File: config.mk
export PLATFORM = sky130hd
export DESIGN_NAME = rc_receiver_frame_decoder
export DESIGN_NICKNAME = d
export VERILOG_FILES = /design/src/design/rcfd_pkg.sv /design/src/design/rcfd_cfg_regs.sv /design/src/design/rcfd_capture.sv /design/src/design/rcfd_decode.sv /design/src/design/rcfd_emit.sv /design/src/design/rc_receiver_frame_decoder.sv
export SDC_FILE = /design/constraint.sdc
export NUM_CORES = 1
export LEC_CHECK = 0
export ABC_AREA = 0
export BUFFER_PORTS_ARGS = -buffer_cell sky130_fd_sc_hd__buf_2
export CAP_MARGIN = 30
export CORE_ASPECT_RATIO = 1.4
export CORE_MARGIN = 1
export CORE_UTILIZATION = 55
export CTS_BUF_LIST = sky130_fd_sc_hd__clkbuf_4 sky130_fd_sc_hd__clkbuf_8
export DETAILED_ROUTE_END_ITERATION = 10
export PLACE_DENSITY_LB_ADDON = 0.12
export SLEW_MARGIN = 10
export SYNTH_ARGS = -nofsm -noshare
export SYNTH_HDL_FRONTEND = slang
export SYNTH_SLANG_ARGS = --single-unit
File: constraint.sdc
create_clock -name aclk -period 8.4 [get_ports aclk]
set_clock_uncertainty 0.2 [all_clocks]
set_input_delay 0.84 -clock aclk [delete_from_list [all_inputs] [get_ports aclk]]
set_output_delay 0.84 -clock aclk [all_outputs]
set_load 0.1 [all_outputs]
File: src/design/rcfd_pkg.sv
// Shared types and constants for the receiver frame decoder.
`default_nettype none

package rcfd_pkg;

    // Frame storage and byte counting
    localparam int STORE_DEPTH     = 25;
    localparam int STORE_IDX_W     = $clog2(STORE_DEPTH);
    localparam int MAX_FRAME_BYTES = 36;
    localparam int COUNT_W         = 6;
    localparam logic [COUNT_W-1:0] COUNT_MAX = '1;
    localparam logic [COUNT_W-1:0] SBUS_LEN  = 6'd25;
    localparam logic [7:0]         SBUS_HEAD = 8'h0F;
    localparam logic [7:0]         SBUS_TAIL = 8'h00;

    // Result items
    localparam int MAX_RESULTS  = 13;
    localparam int SBUS_RESULTS = 10;
    localparam int REM_W        = 4;
    localparam int VALUE_W      = 17;
    localparam int ID_W         = 5;
    localparam logic [REM_W-1:0] REM_SBUS = 4'd10;
    localparam logic [REM_W-1:0] REM_EXT  = 4'd13;
    localparam logic [ID_W-1:0]  ID_SBUS_ZERO_LAST = 5'd4;
    localparam logic [ID_W-1:0]  ID_SWITCH_1       = 5'd10;
    localparam logic [ID_W-1:0]  ID_SWITCH_2       = 5'd11;
    localparam logic FMT_SBUS = 1'b0;
    localparam logic FMT_EXT  = 1'b1;

    // Configuration port
    localparam int CFG_ADDR_W = 2;
    localparam int CFG_DATA_W = 11;
    localparam logic [CFG_ADDR_W-1:0] REG_FRAME_LENGTH = 2'd0;
    localparam logic [CFG_ADDR_W-1:0] REG_DEADBAND     = 2'd1;
    localparam logic [CFG_ADDR_W-1:0] REG_SBUS_LIMIT   = 2'd2;
    localparam logic [CFG_ADDR_W-1:0] REG_EXT_LIMIT    = 2'd3;

    typedef logic [STORE_DEPTH-1:0][7:0] store_t;
    typedef logic signed [VALUE_W-1:0]   value_t;

    typedef struct packed {
        logic [COUNT_W-1:0] frame_length;
        logic [10:0]        deadband;
        logic [10:0]        sbus_limit;
        logic [10:0]        ext_limit;
    } cfg_t;

    // Completed frame waiting to be decoded
    typedef struct packed {
        logic valid;
        logic sbus_len;
    } frame_done_t;

    // One decoded frame, items in output order
    typedef struct packed {
        value_t [MAX_RESULTS-1:0]           value;
        logic   [MAX_RESULTS-1:0][ID_W-1:0] id;
        logic                               fmt;
        logic                               err;
        logic   [REM_W-1:0]                 count;
    } decoded_t;

endpackage

`default_nettype wire

File: src/design/rcfd_cfg_regs.sv
// Configuration register file for the receiver frame decoder.
`default_nettype none

module rcfd_cfg_regs (
    input  logic                            aclk,
    input  logic                            aresetn,
    input  logic                            wr_en,
    input  logic [rcfd_pkg::CFG_ADDR_W-1:0] wr_addr,
    input  logic [rcfd_pkg::CFG_DATA_W-1:0] wr_data,
    output rcfd_pkg::cfg_t                  cfg
);
    import rcfd_pkg::*;

    cfg_t cfg_reg;
    cfg_t cfg_next;

    // Decode the register index and update one field
    always_comb begin
        cfg_next = cfg_reg;
        if (wr_en) begin
            unique case (wr_addr)
                REG_FRAME_LENGTH: cfg_next.frame_length = wr_data[COUNT_W-1:0];
                REG_DEADBAND:     cfg_next.deadband     = wr_data;
                REG_SBUS_LIMIT:   cfg_next.sbus_limit   = wr_data;
                REG_EXT_LIMIT:    cfg_next.ext_limit    = wr_data;
                default:          cfg_next = cfg_reg;
            endcase
        end
    end

    always_ff @(posedge aclk) begin
        if (!aresetn) begin
            cfg_reg.frame_length <= 6'd25;
            cfg_reg.deadband     <= 11'd30;
            cfg_reg.sbus_limit   <= 11'd1024;
            cfg_reg.ext_limit    <= 11'd660;
        end else begin
            cfg_reg <= cfg_next;
        end
    end

    assign cfg = cfg_reg;

endmodule

`default_nettype wire

File: src/design/rcfd_capture.sv
// Byte capture: frame store, saturating byte count and frame-complete flag.
`default_nettype none

module rcfd_capture (
    input  logic                         aclk,
    input  logic                         aresetn,
    input  logic                         in_valid,
    output logic                         in_ready,
    input  logic [7:0]                   in_byte,
    input  logic                         in_end,
    input  logic [rcfd_pkg::COUNT_W-1:0] frame_length,
    input  logic                         emit_idle,
    output rcfd_pkg::store_t             store,
    output rcfd_pkg::frame_done_t        done
);
    import rcfd_pkg::*;

    store_t             store_reg;
    logic [COUNT_W-1:0] count_reg;
    logic [COUNT_W-1:0] count_next;
    logic [COUNT_W-1:0] count_inc;
    frame_done_t        done_reg;
    frame_done_t        done_next;
    logic               accept;
    logic               frame_match;

    // Hold input while a finished frame cannot yet be handed to the emitter
    assign in_ready = !(done_reg.valid && !emit_idle);
    assign accept   = in_valid && in_ready;

    assign count_inc   = (count_reg == COUNT_MAX) ? count_reg : count_reg + 1'b1;
    assign frame_match = (count_inc == frame_length) &&
                         (count_inc <= COUNT_W'(MAX_FRAME_BYTES));

    // Advance the count; restart it at every end of frame
    always_comb begin
        count_next = count_reg;
        done_next  = done_reg;
        if (done_reg.valid && emit_idle) begin
            done_next.valid = 1'b0;
        end
        if (accept) begin
            count_next = in_end ? '0 : count_inc;
            if (in_end && frame_match) begin
                done_next.valid    = 1'b1;
                done_next.sbus_len = (count_inc == SBUS_LEN);
            end
        end
    end

    always_ff @(posedge aclk) begin
        if (!aresetn) begin
            count_reg <= '0;
            done_reg  <= '0;
        end else begin
            count_reg <= count_next;
            done_reg  <= done_next;
        end
    end

    // Store the first bytes of the frame; later bytes are only counted
    always_ff @(posedge aclk) begin
        if (accept && (count_reg < COUNT_W'(STORE_DEPTH))) begin
            store_reg[count_reg[STORE_IDX_W-1:0]] <= in_byte;
        end
    end

    assign store = store_reg;
    assign done  = done_reg;

endmodule

`default_nettype wire

File: src/design/rcfd_decode.sv
// Frame decode: unpacks a stored frame into its list of result items.
`default_nettype none

module rcfd_decode (
    input  rcfd_pkg::store_t     store,
    input  logic                 sbus_len,
    input  rcfd_pkg::cfg_t       cfg,
    output rcfd_pkg::decoded_t   dec
);
    import rcfd_pkg::*;

    // Magnitude of a 12-bit signed channel; -1024 gives 1024
    function automatic logic [10:0] chan_mag(input logic [11:0] v);
        logic [11:0] a;
        a = v[11] ? (~v + 12'd1) : v;
        return a[10:0];
    endfunction

    function automatic value_t sext12(input logic [11:0] v);
        return {{(VALUE_W-12){v[11]}}, v};
    endfunction

    function automatic value_t sext16(input logic [15:0] v);
        return {v[15], v};
    endfunction

    logic [10:0]      sraw [SBUS_RESULTS];
    logic [11:0]      sch  [SBUS_RESULTS];
    logic [10:0]      sbus_mag [4];
    logic             sbus_err;
    logic             is_sbus;
    logic [10:0]      eraw [4];
    logic [11:0]      ech  [4];
    logic [15:0]      ech4;
    logic [1:0]       sw1;
    logic [1:0]       sw2;
    logic             ext_err;

    assign is_sbus = sbus_len && (store[0] == SBUS_HEAD) &&
                     (store[STORE_DEPTH-1] == SBUS_TAIL);

    // SBUS: ten 11-bit channels from bytes 1 to 14
    assign sraw[0] = {store[2][2:0], store[1]};
    assign sraw[1] = {store[3][5:0], store[2][7:3]};
    assign sraw[2] = {store[5][0], store[4], store[3][7:6]};
    assign sraw[3] = {store[6][3:0], store[5][7:1]};
    assign sraw[4] = {store[7][6:0], store[6][7:4]};
    assign sraw[5] = {store[9][1:0], store[8], store[7][7]};
    assign sraw[6] = {store[10][4:0], store[9][7:2]};
    assign sraw[7] = {store[11], store[10][7:5]};
    assign sraw[8] = {store[13][2:0], store[12]};
    assign sraw[9] = {store[14][5:0], store[13][7:3]};

    always_comb begin
        sbus_err = 1'b0;
        for (int i = 0; i < SBUS_RESULTS; i++) begin
            sch[i] = (i < 4) ? ({1'b0, sraw[i]} - 12'd1024) : ({1'b0, sraw[i]} - 12'd240);
        end
        for (int i = 0; i < 4; i++) begin
            sbus_mag[i] = chan_mag(sch[i]);
            if (sbus_mag[i] > cfg.sbus_limit) begin
                sbus_err = 1'b1;
            end
        end
    end

    // 18-byte format: four sticks, switches and the range check
    assign eraw[0] = {store[1][2:0], store[0]};
    assign eraw[1] = {store[2][5:0], store[1][7:3]};
    assign eraw[2] = {store[4][0], store[3], store[2][7:6]};
    assign eraw[3] = {store[5][3:0], store[4][7:1]};
    assign ech4    = {store[17], store[16]} - 16'd1024;
    assign sw1     = store[5][5:4];
    assign sw2     = store[5][7:6];

    always_comb begin
        ext_err = (sw1 == 2'd0) || (sw2 == 2'd0);
        for (int i = 0; i < 4; i++) begin
            ech[i] = {1'b0, eraw[i]} - 12'd1024;
            if (chan_mag(ech[i]) > cfg.ext_limit) begin
                ext_err = 1'b1;
            end
        end
    end

    // Assemble the item list for the selected format
    always_comb begin
        dec = '0;
        if (is_sbus) begin
            dec.fmt   = FMT_SBUS;
            dec.err   = sbus_err;
            dec.count = REM_SBUS;
            for (int i = 0; i < SBUS_RESULTS; i++) begin
                dec.id[i]    = ID_W'(i);
                dec.value[i] = sext12(sch[i]);
            end
            for (int i = 0; i < 4; i++) begin
                if (sbus_err || (sbus_mag[i] < cfg.deadband)) begin
                    dec.value[i] = '0;
                end
            end
            if (sbus_err) begin
                dec.value[4] = '0;
            end
        end else begin
            dec.fmt   = FMT_EXT;
            dec.err   = ext_err;
            dec.count = REM_EXT;
            for (int i = 0; i < MAX_RESULTS; i++) begin
                dec.id[i] = (i < 5) ? ID_W'(i) : ID_W'(i + 5);
            end
            if (ext_err) begin
                dec.value[5] = value_t'(2);
                dec.value[6] = value_t'(2);
            end else begin
                for (int i = 0; i < 4; i++) begin
                    dec.value[i] = sext12(ech[i]);
                end
                dec.value[4]  = sext16(ech4);
                dec.value[5]  = {15'd0, sw1};
                dec.value[6]  = {15'd0, sw2};
                dec.value[7]  = sext16({store[7], store[6]});
                dec.value[8]  = sext16({store[9], store[8]});
                dec.value[9]  = sext16({store[11], store[10]});
                dec.value[10] = {9'd0, store[12]};
                dec.value[11] = {9'd0, store[13]};
                dec.value[12] = {1'b0, store[15], store[14]};
            end
        end
    end

endmodule

`default_nettype wire

File: src/design/rcfd_emit.sv
// Result emitter: holds one decoded frame and shifts its items out.
`default_nettype none

module rcfd_emit (
    input  logic                  aclk,
    input  logic                  aresetn,
    input  logic                  done,
    input  rcfd_pkg::decoded_t    dec,
    output logic                  idle,
    output logic                  m_tvalid,
    input  logic                  m_tready,
    output logic [23:0]           m_tdata,
    output logic [6:0]            m_tuser,
    output logic                  m_tlast
);
    import rcfd_pkg::*;

    value_t [MAX_RESULTS-1:0]           val_reg;
    logic   [MAX_RESULTS-1:0][ID_W-1:0] id_reg;
    logic                               fmt_reg;
    logic                               err_reg;
    logic   [REM_W-1:0]                 rem_reg;
    logic   [REM_W-1:0]                 rem_next;
    logic                               load;
    logic                               take;

    assign idle = (rem_reg == '0);
    assign load = done && idle;
    assign take = m_tvalid && m_tready;

    always_comb begin
        rem_next = rem_reg;
        if (load) begin
            rem_next = dec.count;
        end else if (take) begin
            rem_next = rem_reg - 1'b1;
        end
    end

    always_ff @(posedge aclk) begin
        if (!aresetn) begin
            rem_reg <= '0;
        end else begin
            rem_reg <= rem_next;
        end
    end

    // Load a decoded frame, or advance the item list by one per transaction
    always_ff @(posedge aclk) begin
        if (load) begin
            val_reg <= dec.value;
            id_reg  <= dec.id;
            fmt_reg <= dec.fmt;
            err_reg <= dec.err;
        end else if (take) begin
            for (int i = 0; i < MAX_RESULTS - 1; i++) begin
                val_reg[i] <= val_reg[i+1];
                id_reg[i]  <= id_reg[i+1];
            end
        end
    end

    assign m_tvalid = !idle;
    assign m_tdata  = {7'd0, val_reg[0]};
    assign m_tuser  = {err_reg, fmt_reg, id_reg[0]};
    assign m_tlast  = (rem_reg == REM_W'(1));

`ifndef SYNTHESIS
    a_load_count: assert property (@(posedge aclk) disable iff (!aresetn)
        load |=> (rem_reg == REM_SBUS || rem_reg == REM_EXT))
        else $error("emitter loaded with a bad item count");

    a_last_empties: assert property (@(posedge aclk) disable iff (!aresetn)
        (take && m_tlast) |=> (rem_reg == '0))
        else $error("items left after the final transaction");

    a_sbus_err_zero: assert property (@(posedge aclk) disable iff (!aresetn)
        (m_tvalid && err_reg && (fmt_reg == FMT_SBUS) && (id_reg[0] <= ID_SBUS_ZERO_LAST))
        |-> (val_reg[0] == '0))
        else $error("SBUS error frame with a nonzero stick channel");

    a_ext_err_zero: assert property (@(posedge aclk) disable iff (!aresetn)
        (m_tvalid && err_reg && (fmt_reg == FMT_EXT) &&
         (id_reg[0] != ID_SWITCH_1) && (id_reg[0] != ID_SWITCH_2))
        |-> (val_reg[0] == '0))
        else $error("error frame with a nonzero item");
`endif

endmodule

`default_nettype wire

File: src/design/rc_receiver_frame_decoder.sv
// After the edge that accepts a frame's last byte, the frame-complete flag is registered; with the
// result stage empty, the emitter then loads its item count register and m_tvalid rises.
// Throughput: one byte per cycle while s_tready is high; results leave one per cycle from a shift
// register while m_tready is high (10 for SBUS, 13 for the 18-byte format), as the next frame's
// bytes keep arriving. Input stalls only if a frame completes while the previous frame's results
// are still held. Reset (aresetn, synchronous, active low) clears the byte count and pending flags
// and loads the configuration registers with their defaults; the frame store is not cleared.
`default_nettype none

module rc_receiver_frame_decoder (
    input  logic                            aclk,
    input  logic                            aresetn,
    // Input stream
    input  logic                            s_tvalid,
    output logic                            s_tready,
    input  logic [7:0]                      s_tdata,   // [7:0] rx_byte
    input  logic                            s_tlast,   // frame_end
    // Result stream
    output logic                            m_tvalid,
    input  logic                            m_tready,
    output logic [23:0]                     m_tdata,   // [16:0] value, rest zero
    output logic [6:0]                      m_tuser,   // [4:0] item_id, [5] format, [6] frame_error
    output logic                            m_tlast,   // last
    // Configuration writes
    input  logic                            cfg_valid,
    output logic                            cfg_ready,
    input  logic [rcfd_pkg::CFG_ADDR_W-1:0] cfg_addr,
    input  logic [rcfd_pkg::CFG_DATA_W-1:0] cfg_wdata
);
    import rcfd_pkg::*;

    cfg_t        cfg;
    store_t      store;
    frame_done_t done;
    decoded_t    dec;
    logic        emit_idle;

    assign cfg_ready = 1'b1;

    rcfd_cfg_regs u_cfg (
        .aclk    (aclk),
        .aresetn (aresetn),
        .wr_en   (cfg_valid && cfg_ready),
        .wr_addr (cfg_addr),
        .wr_data (cfg_wdata),
        .cfg     (cfg)
    );

    rcfd_capture u_capture (
        .aclk         (aclk),
        .aresetn      (aresetn),
        .in_valid     (s_tvalid),
        .in_ready     (s_tready),
        .in_byte      (s_tdata),
        .in_end       (s_tlast),
        .frame_length (cfg.frame_length),
        .emit_idle    (emit_idle),
        .store        (store),
        .done         (done)
    );

    rcfd_decode u_decode (
        .store    (store),
        .sbus_len (done.sbus_len),
        .cfg      (cfg),
        .dec      (dec)
    );

    rcfd_emit u_emit (
        .aclk     (aclk),
        .aresetn  (aresetn),
        .done     (done.valid),
        .dec      (dec),
        .idle     (emit_idle),
        .m_tvalid (m_tvalid),
        .m_tready (m_tready),
        .m_tdata  (m_tdata),
        .m_tuser  (m_tuser),
        .m_tlast  (m_tlast)
    );

endmodule

`default_nettype wire

Yosys cells after proc, flatten, opt, wreduce, memory -nomap -nowiden. Index checks and enable logic that the tools add are counted. W data, S select, Z words.

Register bits: 539. Output and inout port bits: 35. Logic and storage cells: 190. Bits of input ports: 27.

Bitwise gates (word level): 8. Eq/ne operators: 8. Magnitude comparators: 16. Reduce and logical (&&, ||, !) cells: 29. $add $sub $neg: 25. Multiplexer cells: 42.

Operators with widths (count): $mux W204 (2); $bwmux W200 (1); $mux W170 (1); $mux W60 (2); $sub A11 B11 Y12 const B (8); $add A11 B1 Y11 const B (8); $gt A11 B11 Y1 (8); $mux W11 (8); $not A11 Y11 (8); $mux W17 (5); $mux W85 (1); $mux W76 (1); $sub A11 B8 Y12 const B (6); $mux W54 (1); $lt A11 B11 Y1 (4); $demux W8 S5 (1); $mux W34 (1); $mux W19 (1); $sub A16 B11 Y16 const B (1); $mux W15 (1); $mux W6 (2); $logic_and A1 B1 Y1 (10); $reduce_and A2 Y1 (5); $mux W1 (9); 23 further kinds (33).

Depth between registers and ports, before layout. Gate-level depths: netlist of run 1.

Depth in word-level cells: 13. Gate-level depth with buffers: 18.

Modules after synthesis. From an unflattened synthesis of run 1, not the netlist that was laid out.

Cells, all modules: 2819. Area, all modules: 28653.7 sq um.

Modules (own cells, without submodules): rcfd_emit (times used 1, area an instance 12388.1 sq um, sequential area each 8728.4 sq um, cells each 1205); rcfd_decode (times used 1, area an instance 7826.3 sq um, sequential area each 0.0 sq um, cells each 1126); rcfd_capture (times used 1, area an instance 6894.1 sq um, sequential area each 6165.9 sq um, cells each 332); rcfd_cfg_regs (times used 1, area an instance 1534.0 sq um, sequential area each 780.7 sq um, cells each 154); rc_receiver_frame_decoder (times used 1, area an instance 11.3 sq um, sequential area each 0.0 sq um, cells each 2).

Least setup slack after synthesis of run 1. No wires, ideal clock.

Path type: register to register. From: register u_emit.rem_reg[0]. To: register u_emit.rem_reg[1]. Arrival time: 7679 ps. Setup slack: 384 ps. Stages on the path, launching flop included: 8. Buffers on the path: 0. Clock period less this slack: 8016 ps. Required time: 8063 ps. Setup time: 137 ps. Cell sequence: dfxtp_1 > inv_1 > ha_1 > nand2_1 > nand2_1 > nand2_1 > o22a_1 > a21boi_0.

Cells in the longest elaborated chain, start to end: 4.

RTL lines: start, declared (RTL line rcfd_emit.sv:22) `logic [REM_W-1:0] rem_reg;`; start signal, assigned (RTL line rcfd_emit.sv:44) `rem_reg <= rem_next;`; $logic_not A4 Y1 (RTL line rcfd_emit.sv:27) `assign idle = (rem_reg == '0);`; $logic_not A1 Y1 (RTL line rcfd_emit.sv:63) `assign m_tvalid = !idle;`; net m_tvalid (RTL line rc_receiver_frame_decoder.sv:19) `output logic m_tvalid,`; $logic_and A1 B1 Y1 (RTL line rcfd_emit.sv:29) `assign take = m_tvalid && m_tready;`; $reduce_bool A2 Y1 (no line).

The timed path passes the listed nets, and every way through them passes these cells. The select of a mux whose other input is x is not followed. A chain may end at the register's enable or synchronous reset.

Final worst setup path of run 1.
From: register u_capture.store_reg (netlist bit u_capture.store[25]). To: register u_emit.val_reg[53] (netlist bit), data pin.

Cells in the longest elaborated chain, start to end: 12.

RTL lines: start, declared (RTL line rcfd_capture.sv:18) `store_t store_reg;`; start signal, assigned by index (RTL line rcfd_capture.sv:64) `store_reg[count_reg[STORE_IDX_W-1:0]] <= in_byte;`; $sub A11 B11 Y12 (RTL line rcfd_decode.sv:57) `sch[i] = (i < 4) ? ({1'b0, sraw[i]} - 12'd1024) : ({1'b0, sraw[i]} - 12'd240);`; $not A11 Y11 (RTL line rcfd_decode.sv:15) `a = v[11] ? (~v + 12'd1) : v;`; $add A11 B1 Y11 (RTL line rcfd_decode.sv:15); $mux W11 (RTL line rcfd_decode.sv:15); $gt A11 B11 Y1 (RTL line rcfd_decode.sv:61) `if (sbus_mag[i] > cfg.sbus_limit) begin`; $mux W1 (3 in a row) (RTL line rcfd_decode.sv:61); $logic_or A1 B1 Y1 (RTL line rcfd_decode.sv:98) `if (sbus_err || (sbus_mag[i] < cfg.deadband)) begin`; $mux W17 (RTL line rcfd_decode.sv:98); $mux W170 * (RTL line rcfd_decode.sv:89) `if (is_sbus) begin`; $mux W204 * (RTL line rcfd_emit.sv:50) `if (load) begin`; end signal, assigned (RTL line rcfd_emit.sv:51) `val_reg <= dec.value;`; end signal, assigned by index (RTL line rcfd_emit.sv:57) `val_reg[i] <= val_reg[i+1];`; end, declared (RTL line rcfd_emit.sv:18) `value_t [MAX_RESULTS-1:0] val_reg;`.

Mark *: on every way between the ends. The rest lies on a longest branch, timed or not.

==> metrics.yaml, run 1 <==
worst_setup_path:
  r2r_start: "u_capture.store[25]"
  crit_top_cell: "nor2_1"
  path_depth: 15
  slowest_delay_ns: 0.66
  r2r_slack_ns: 3.05
  crit_path_start_kind: "flip-flop"
  reg2reg_depth: 15
  crit_buf_inv: 1
  worstPathArrival_ns: 5.51
  critical_path_required_ns: 8.56
  cp_max_fo: 39
  path_cells: "nor2_1, nor4b_1, nand3_1, nor2_1, nor2_1, xnor2_1, ha_1, nand2_1, o21ai_0, nor4_1, o32ai_1, or2_2, buf_4, o21ai_0, a21o_1"
  slowest_stage: "nor4b_1"
  crit_path_end_kind: "flip-flop"
  timing.rr.end: "u_emit.val_reg[53]"
  crit_type: "flip-flop to flip-flop"
  cpLargestDelayFamily: "simple AND/OR/NAND/NOR gates"
layout:
  synthToLayoutAreaGrowth_pct: 8.17
  final_nets: 2329
  fillers: 3477
  fin_cells: 2762
  fin_util_pct: 60.4
  largest_reg_flops: 201
  drive_gt1_share_pct: 9.78
  fin_area_sq_um: 26000
floorplan:
  die_w_microns: 179
  fp-row-count: 90
  fp.coreArea_sq_um: 43100
  initial_core_util_pct: 55.8
  die_area_sq_um: 44600
  die_y_microns: 250
  pin_count: 62
timing:
  min_period_ns: 5.35
  finalMaxSlewViolations: 0
  holdWs_ns: 0.268
  final-hold-violation-count: 0
  slew_headroom_pct: 36.2
  setup_ws_ns: 3.05
  tns_ns: 0
  setup_viol: 0
  fin_crit_sh_pct: 63.7
  tightestPinTransition_ns: 0.953
  fmax_mhz: 187
  rsz0062_at_grt: "no"
placed_design:
  io_buffers: 53
  placed_cells: 2623
  place_congestion: 0.958
  dp_slack_ns: 3.17
  place_area_sq_um: 24500
  dp_hpwl_microns: 43100
yosys:
  ys_top_cells_by_area: "edfxtp_1 (53%), ha_1 (7.8%), nand2_1 (4.5%)"
  synth_edf_count: 426
  synth_top_area_share_pct: 53.1
  yosysSeqAreaShare_pct: 57.4
  post-synth-top-area-cell: "edfxtp_1"
  ys.flop_type: "edfxtp_1"
  ys_seq_elements: 477
  synth.distinct_cells: 63
  syn_area_sq_um: 24100
  synth_warnings: 0
  synthCells: 2140
  postSynth.asyncResetShare_pct: 0
  syn_avg_cell_area_sq_um: 11.2
hold_path:
  hp-class: "flip-flop to flip-flop"
  holdPathEnd: "u_cfg.cfg[10]"
  hold_depth: 2
  min_from: "u_cfg.cfg[10]"
cts:
  root_buffer: "clkbuf_8"
  ctsHoldBuffers: 0
  clk_path_buf_depth: 3
  clock_sinks: 477
  htreeDepth: 3
  post_cts_buffers: 0
  cts_tree: "done"
  clk_latency_ns: 0.65
  numCtsBuffers: 73
  path_clk_slew_ns: 0.06
  postCtsResizedCells: 0
outcome:
  status: "finished clean"
grt:
  grt_pass1_wl_microns: 96900
  antenna_found_initial: 1
  grt_max_degree: 125
  overflow: 0
  grt_pass1_vias: 16705
  grt_usage_pct: 29.3
detailed_routing:
  ant_nets: 0
  via_per_inst: 6.06
  drt_iter0_drc: 1319
  num_vias: 16750
  firstDrtPassIters: 6
  post-route-drc-count: 0
  finalWirelength_microns: 63800
  wl_per_cell_microns: 23.1
power_and_ir_drop:
  p_leak_nw: 9.87
  power_density_nw_per_um2: 243
  peakVddDrop_v: 0.000214
  power_mw: 6.33
run:
  drv_cap: 0
## cells in the mapped netlist, types with 11 or more instances
library cell and number:
inv_1 65, xnor2_1 43, clkbuf_1 86, ha_1 151, nor2b_1 15, a221oi_1 29, nor4_1 14, nor2_1 182
a31oi_1 12, xor2_1 63, a21oi_1 83, o21a_1 11, a21o_1 62, nand3b_1 12, nand2b_1 16, nor3b_1 13
dfxtp_1 51, o211ai_1 24, o31ai_1 32, nor3_1 21, o21ai_0 78, edfxtp_1 426, and2_1 67, buf_4 33
nand3_1 93, a21boi_0 27, nand2_1 286, nand4_1 13, buf_1 19
## logic make-up after synthesis
| family | after synthesis | synth area share (%) |
|---|---|---|
| muxes | 16 | 0.712 |
| adders and majority gates | 151 | 7.85 |
| AOI/OAI and AO/OA | 401 | 11.1 |
| other | 2 | 0.0312 |
| buffers and inverters | 211 | 3.84 |
| DFF | 477 | 57.4 |
| xor gates and xnor gates | 106 | 3.86 |
| and+or+nand+nor | 776 | 15.2 |
## worst max path at each step
stage / startpoint / endpoint / slack [ns]
6_report: u_capture.store[25] / u_emit.val_reg[53] / 3.05
5_1_grt: u_capture.store[25] / u_emit.val_reg[55] / 2.77
4_1_cts: u_capture.store[25] / u_emit.val_reg[53] / 3.13
3_5_place_dp: u_capture.store[25] / u_emit.val_reg[53] / 3.17
3_3_place_gp: u_capture.store[11] / u_emit.val_reg[38] / 3.23
2_1_floorplan: u_emit.rem_reg[0] / u_emit.rem_reg[1] / 0.38
## where the power goes
| part | total, mW | internal, mW | switching (mW) |
|---|---|---|---|
| registers | 3.28 | 3.17 | 0.109 |
| logic | 1.13 | 0.288 | 0.840 |
| clock network | 1.92 | 1.01 | 0.910 |
## worst reg2reg max path, cell delays in order (launching register included)
cell and delay, ns:
edfxtp_1 0.53, nor2_1 0.25, nor4b_1 0.66, nand3_1 0.21, nor2_1 0.13, nor2_1 0.06, xnor2_1 0.18, ha_1 0.32
nand2_1 0.08, o21ai_0 0.26, nor4_1 0.10, o32ai_1 0.58, or2_2 0.65, buf_4 0.54, o21ai_0 0.18, a21o_1 0.17
## final cells by class
class	instances	area [sq um]	share of cell area, %
Sequential cell	477	13800	53.0
Multi-Input combinational cell	1458	9390	36.0
Clock buffer	102	1220	4.69
Tap cell	552	691	2.65
Timing Repair Buffer	74	450	1.73
Inverter	67	254	0.975
Clock inverter	31	220	0.846
Antenna cell	1	2.50	0.00961
## layer usage
metal  up-vias  share of wire (%)  GRT usage [%]
li1       7764                  -              -
met1      8189                 37           34.0
met2       626                 53           52.4
met3       171                5.4           3.98
met4         0                4.7           14.0
met5         -                  0              0
## cell usage in the layout, fill, tap and decap left out, drive strengths merged, types with 27 or more instances in the layout
cell type,n
inv,70
ha,151
xor2,63
nor2,182
a21oi,83
dfxtp,51
a21o,62
nand3,93
buf,71
and2,67
edfxtp,426
xnor2,43
nand2,287
clkbuf,105
o21ai,78
a21boi,27
o31ai,32
a221oi,29
No activity file was read; power rests on OpenSTA's default activity.
==> inputs of run 2 (changes only) <==
- clock period: 8.4 -> 4.4 ns (I/O delays scaled with it)
==> run 2 against run 1 <==
Sequential power is 91% higher. Non-clock buffer count is 81 higher. Setup slack worse by 2.9 ns. Combinational power is 97% higher. Power is 90% higher. Wire length is 2.4% higher. Sequential share of layout area is 1.5 points lower. Global-route usage is 0.41 points higher. Utilization is 1.7 points higher. Largest cell class unchanged.
==> metrics.yaml, run 2 (synthesized netlist as in run 1, its figures left out) <==
outcome:
  status: "finished clean"  # unchanged
floorplan:
  fp-row-count: 90  # unchanged
  fp.coreArea_sq_um: 43100  # unchanged
  pin_count: 62  # unchanged
  initial_core_util_pct: 55.8  # unchanged
  die_area_sq_um: 44600  # unchanged
  die_y_microns: 250  # unchanged
  die_w_microns: 179  # unchanged
worst_setup_path:
  timing.rr.end: "u_emit.val_reg[32]"  # was u_emit.val_reg[53]
  critical_path_required_ns: 4.70  # was 8.56 ns
  cp_max_fo: 7  # was 39
  crit_path_end_kind: "flip-flop"  # unchanged
  r2r_slack_ns: 0.12  # was 3.05 ns
  r2r_start: "u_capture.store[31]"  # was u_capture.store[25]
  crit_end: "u_emit.val_reg[32]"  # was u_emit.val_reg[53]
  crit_type: "flip-flop to flip-flop"  # unchanged
  crit_path_start_kind: "flip-flop"  # unchanged
  worstPathArrival_ns: 4.58  # was 5.51 ns
  worstSetupStartpoint: "u_capture.store[31]"  # was u_capture.store[25]
  reg2reg_depth: 15  # unchanged
detailed_routing:
  via_per_inst: 5.98  # was 6.06
  ant_nets: 0  # unchanged
  finalWirelength_microns: 65300  # was 63,800 microns
  num_vias: 16957  # was 16,750
  drt_iter0_drc: 1435  # was 1,319
  wl_per_cell_microns: 23.0  # was 23.1 microns
  firstDrtPassIters: 5  # was 6
  post-route-drc-count: 0  # unchanged
cts:
  clock_sinks: 477  # unchanged
  htreeDepth: 3  # unchanged
  path_clk_slew_ns: 0.06  # about the same
  numCtsBuffers: 73  # unchanged
  clk_latency_ns: 0.65  # about the same
  clk_path_buf_depth: 3  # unchanged
  cts_tree: "done"  # unchanged
  root_buffer: "clkbuf_8"  # unchanged
layout:
  final_nets: 2410  # was 2,329
  final_common_cell: "edfxtp_1"  # unchanged
  drive_gt1_share_pct: 13.0  # was 9.78%
  final_cell_mix: "edfxtp_1 (426), nand2_1 (285), nor2_1 (181), ha_1 (150), nand3_1 (92)"  # was edfxtp_1 (426), nand2_1 (285), nor2_1 (181), ha_1 (151), nand3_1 (92)
  synthToLayoutAreaGrowth_pct: 11.3  # was 8.17%
  largest_reg_flops: 201  # unchanged
timing:
  setup_viol: 0  # unchanged
  rsz0062_at_grt: "yes"  # was no
  tightestPinTransition_ns: 1.01  # was 0.953 ns
  fmax_mhz: 233  # was 187 MHz
  slew_headroom_pct: 32.3  # was 36.2%
  finalMaxSlewViolations: 0  # unchanged
  fin_crit_sh_pct: 97.3  # was 63.7%
  tns_ns: 0  # unchanged
  final-hold-violation-count: 0  # unchanged
  min_period_ns: 4.28  # was 5.35 ns
  setup_ws_ns: 0.117  # was 3.05 ns
grt:
  grt_pass1_vias: 16866  # was 16,705
  antenna_found_initial: 1  # unchanged
  overflow: 0  # unchanged
  grt_max_degree: 135  # was 125
  grt_pass1_wl_microns: 97300  # was 96,900 microns
  grt_usage_pct: 29.7  # was 29.3%
power_and_ir_drop:
  peakVddDrop_v: 0.000491  # was 0.000214 V
  p_leak_nw: 10.3  # was 9.87 nW
  power_mw: 12.0  # was 6.33 mW
  power_density_nw_per_um2: 449  # was 243 nW/um^2
placed_design:
  io_buffers: 53  # unchanged
  dp_slack_ns: -0.0793  # was 3.17 ns
  dp_hpwl_microns: 45200  # was 43,100 microns
  place_congestion: 0.963  # was 0.958
hold_path:
  hp-class: "primary input to flip-flop"  # was flip-flop to flip-flop
  min_from: "s_tvalid"  # was u_cfg.cfg[10]
run:
  drv_cap: 0  # unchanged
==> run 2: cell types whose count changed in the layout (fill, tap and decap cells not counted), sizes merged <==
cell         previous run  this run
buf                    71       141
dlygate4sd3             0        14
clkbuf                105        94
clkinv                 23        25
bufinv                  2         1
inv                    70        71
==> run 2: report_power, final <==
| group | switching (mW) | total (mW) | internal, mW |
|---|---|---|---|
| clock network | 1.72 | 3.52 | 1.81 |
| logic | 1.64 | 2.23 | 0.589 |
| registers | 0.215 | 6.27 | 6.05 |
==> run 2: timing repair <==
item / in CTS / in global routing
endpoints found under the hold margin: 42 / 0
setup endpoints to repair: 29 / 147
hold buffers: 14 / 0
buffers inserted: 1 / 4
gates resized for setup: 6 / 18
cloned: 0 / 0
pin swaps: 0 / 3
==> run 2: layer usage <==
layer | vias up | routed length, microns | GRT usage, % | part of all wire (%)
met1 | 8248 | 23800 | 33.2 | 36
met2 | 593 | 33200 | 51.6 | 51
met3 | 206 | 3530 | 4.52 | 5.4
li1 | 7910 | - | - | -
met4 | 0 | 4730 | 19.8 | 7.2
met5 | - | 0 | 0 | 0
==> run 2: how the worst min path moves through the flow <==
stage / to / slack (ns) / depth (start not counted)
finish: u_capture.count_reg[2] / 0.12 / 4
global route: u_capture.store[10] / 0.14 / 1
CTS: u_capture.count_reg[2] / 0.09 / 4
detailed placement: u_cfg.cfg[8] / 0.26 / 2
global placement: u_cfg.cfg[5] / 0.25 / 2
floorplan: u_capture.done[0] / 0.23 / 2
==> run 2: final cells by class <==
type	instances	area [sq um]
well taps	552	691
clock inverters	33	206
multi-input cells	1458	9500
clock buffers	94	1160
repair buffers	155	1150
fillers	3493	16300
inverters	67	254
flip-flops and latches	477	13800
diodes	1	2.50
==> run 2: critical path: stages, from the launching register on <==
cell and delay (ns):
edfxtp_1 0.44, inv_1 0.16, ha_1 0.22, nor2b_1 0.25
buf_4 0.18, a21oi_1 0.09, xnor2_1 0.28, ha_1 0.30
a21oi_1 0.16, o21ai_0 0.09, nor4_1 0.35, o32ai_1 0.14
or4_1 0.41, buf_4 0.22, or4b_4 0.55, nand3_1 0.12
==> run 2: stage by stage <==
| step | cells | cell area (sq um) | utilization [%] | hold WS, ns |
|---|---|---|---|---|
| after CTS | 2831 | 26700 | 61.8 | 0.0875 |
| after global placement | 2688 | 25100 | 58.2 | 0.254 |
| final | 2837 | 26800 | 62.1 | 0.118 |
| after detailed placement | 2689 | 25100 | 58.2 | 0.259 |
| after floorplan | 2146 | 24100 | - | 0.233 |
| after global routing | 2837 | 26800 | 62.1 | 0.138 |
==> inputs of run 3 (changes only) <==
--- a/config.mk
+++ b/config.mk
@@ -9,5 +9,4 @@
 export BUFFER_PORTS_ARGS = -buffer_cell sky130_fd_sc_hd__buf_2
-export CAP_MARGIN = 30
+export CAP_MARGIN = 20
 export CORE_ASPECT_RATIO = 1.4
-export CORE_MARGIN = 1
 export CORE_UTILIZATION = 55
--- a/constraint.sdc
+++ b/constraint.sdc
@@ -4,2 +4,2 @@
 set_output_delay 0.44 -clock aclk [all_outputs]
-set_load 0.1 [all_outputs]
+set_load 0.005 [all_outputs]
==> run 3 against run 2 <==
Wire length increased by 0.47%. Die area stayed put. Power shrank 4.3%. Critical endpoint unchanged. Register-to-register slack better by 0.05 ns. Combinational power is 23% lower. Cell count is 0.25% lower. Critical path depth is the same. Hold slack lost 0.098 ns. Count of clock-buffer cells in the layout did not move. Global-route usage rose by 0.26 points. Maximum frequency rose by 1.2%.
==> metrics.yaml, run 3 (synthesized netlist as in run 1, its figures left out) <==
detailed_routing:
  post-route-drc-count: 0  # unchanged
  ant_nets: 0  # unchanged
  wl_per_cell_microns: 23.2  # was 23.0 microns
  drt_iter0_drc: 1286  # was 1,435
  via_per_inst: 5.99  # was 5.98
  num_vias: 16947  # was 16,957
  firstDrtPassIters: 6  # was 5
  finalWirelength_microns: 65600  # was 65,300 microns
cts:
  numCtsBuffers: 72  # was 73
  clk_path_buf_depth: 3  # unchanged
  clock_sinks: 477  # unchanged
  htreeDepth: 3  # unchanged
  path_clk_slew_ns: 0.07  # was 0.06 ns
  root_buffer: "clkbuf_8"  # unchanged
  cts_tree: "done"  # unchanged
  clk_latency_ns: 0.65  # about the same
placed_design:
  place_congestion: 0.963  # unchanged
  dp_hpwl_microns: 45200  # about the same
  placed_cells: 2688  # was 2,689
  io_buffers: 53  # unchanged
hold_path:
  min_from: "cfg_addr[1]"  # was s_tvalid
  hp-class: "primary input to flip-flop"  # unchanged
  hold_depth: 4  # unchanged
  holdPathEnd: "u_cfg.cfg[36]"  # was u_capture.count_reg[2]
timing:
  final-hold-violation-count: 0  # unchanged
  tns_ns: 0  # unchanged
  fmax_mhz: 236  # was 233 MHz
  tightestPinTransition_ns: 0.998  # was 1.01 ns
  holdWs_ns: 0.0205  # was 0.118 ns
  slew_headroom_pct: 33.2  # was 32.3%
  min_period_ns: 4.23  # was 4.28 ns
  fin_crit_sh_pct: 96.2  # was 97.3%
  setup_viol: 0  # unchanged
  finalMaxSlewViolations: 0  # unchanged
worst_setup_path:
  crit_type: "flip-flop to flip-flop"  # unchanged
  r2r_slack_ns: 0.17  # was 0.12 ns
  r2r_start: "u_capture.store[31]"  # unchanged
  reg2reg_depth: 15  # unchanged
  cp_max_fo: 7  # unchanged
  timing.rr.end: "u_emit.val_reg[32]"  # unchanged
  path_cells: "inv_1, ha_1, nor2b_2, buf_4, a21oi_1, xnor2_1, ha_1, a21oi_1, o21ai_0, nor4_1, o32ai_1, or4_1, buf_6, or4b_4, nand3_1"  # was inv_1, ha_1, nor2b_1, buf_4, a21oi_1, xnor2_1, ha_1, a21oi_1, o21ai_0, nor4_1, o32ai_1, or4_1, buf_4, or4b_4, nand3_1
  crit_path_start_kind: "flip-flop"  # unchanged
  crit_path_end_kind: "flip-flop"  # unchanged
  worstPathArrival_ns: 4.53  # was 4.58 ns
  slowest_stage: "or4b_4"  # unchanged
  slowest_delay_ns: 0.55  # about the same
  critical_path_required_ns: 4.70  # about the same
layout:
  final_common_cell: "edfxtp_1"  # unchanged
  fillers: 3434  # was 3,493
  fin_cells: 2830  # was 2,837
  multi_input_area_sq_um: 9550  # was 9500 sq um
  synthToLayoutAreaGrowth_pct: 11.5  # was 11.3%
  final_nets: 2410  # unchanged
  seq_area_sq_um: 13800  # unchanged
  fin_util_pct: 62.2  # was 62.1%
  largest_reg_flops: 201  # unchanged
  drive_gt1_share_pct: 13.4  # was 13.0%
  final_cell_mix: "edfxtp_1 (426), nand2_1 (285), nor2_1 (181), ha_1 (150), nand3_1 (92)"  # unchanged
floorplan:
  initial_core_util_pct: 55.8  # unchanged
  pin_count: 62  # unchanged
  die_w_microns: 179  # unchanged
  die_y_microns: 250  # unchanged
  fp-row-count: 90  # unchanged
  die_area_sq_um: 44600  # unchanged
  fp.coreArea_sq_um: 43100  # unchanged
outcome:
  status: "finished clean"  # unchanged
power_and_ir_drop:
  p_int_mw: 8.50  # was 8.45 mW
  p_comb_share_pct: 14.9  # was 18.5%
  power.net_switching_mw: 3.00  # was 3.57 mW
  p_leak_nw: 10.3  # about the same
  seqPwrFrac_pct: 54.5  # was 52.2%
  power_density_nw_per_um2: 429  # was 449 nW/um^2
  peakVddDrop_v: 0.000522  # was 0.000491 V
  pwr-share-clk_pct: 30.6  # was 29.3%
  swShare_pct: 26.1  # was 29.7%
grt:
  overflow: 0  # unchanged
  grt_pass1_vias: 16937  # was 16,866
  grt_pass1_wl_microns: 98100  # was 97,300 microns
  grt_max_degree: 135  # unchanged
  antenna_found_initial: 1  # unchanged
  grt_usage_pct: 30.0  # was 29.7%
run:
  drv_cap: 0  # unchanged
[run 3: through the flow]
| stage | setup WS (ns) | instance area (sq um) | total power [mW] |
|---|---|---|---|
| after floorplan | 0.383 | 24100 | 7.51 |
| after global placement | -0.0810 | 25100 | 7.99 |
| after detailed placement | -0.155 | 25100 | 8.06 |
| after CTS | 0.00609 | 26700 | 11.6 |
| after global routing | -0.00877 | 26800 | 12.0 |
| final | 0.167 | 26800 | 11.5 |
[run 3: metal layers]
layer / vias to the layer above / GRT usage (%) / routed length, microns
li1: 7892 / - / -
met1: 8310 / 33.8 / 24100
met2: 558 / 52.2 / 33800
met3: 187 / 4.25 / 3350
met4: 0 / 19.6 / 4440
met5: - / 0 / 0
[run 3: worst max path at each step]
stage / depth (start not counted) / from / endpoint / slack (ns)
final: 15 / u_capture.store[31] / u_emit.val_reg[32] / 0.17
after global routing: 16 / u_capture.store[42] / u_emit.val_reg[67] / -0.009
after CTS: 16 / u_capture.store[42] / u_emit.val_reg[32] / 0.006
after detailed placement: 16 / u_capture.store[11] / u_emit.val_reg[67] / -0.16
after global placement: 14 / u_capture.store[20] / u_emit.m_tdata[14] / -0.08
after floorplan: 18 / u_capture.store[24] / u_emit.val_reg[25] / 0.38
[run 3: power by group through the flow]
stage	registers (mW)	clock network, mW	logic (mW)
finish	6.27	3.52	1.71
global route	6.33	3.75	1.91
floorplan	6.35	0	1.17
global placement	6.34	0	1.65
CTS	6.27	3.58	1.72
detailed placement	6.36	0	1.70
[run 3: area by class of cell]
cell class	count	share of cell area, %
clock inverter	25	0.686
antenna	1	0.00933
sequential	477	51.5
clock buffer	94	4.38
timing repair buffer	156	4.32
tap	552	2.57
inverter	67	0.947
multi-input combinational	1458	35.6
[run 3: what timing repair did]
item	in CTS	in global routing
hold buffers	13	0
setup buffers	0	8
pin swaps	0	7
endpoints found under the hold margin	43	0
endpoints found under the setup margin	49	161
resized for setup	7	27
[run 3: worst max-delay path: cells and delay by family (launching register included)]
| family | cells | cell delay [ns] |
|---|---|---|
| buffers and inverters | 3 | 0.50 |
| adder cells (fa/ha/maj) | 2 | 0.52 |
| AND/OR/NAND/NOR | 5 | 1.64 |
| flip-flops | 1 | 0.45 |
| AO/OA/AOI/OAI | 4 | 0.48 |
| XOR/XNOR | 1 | 0.31 |
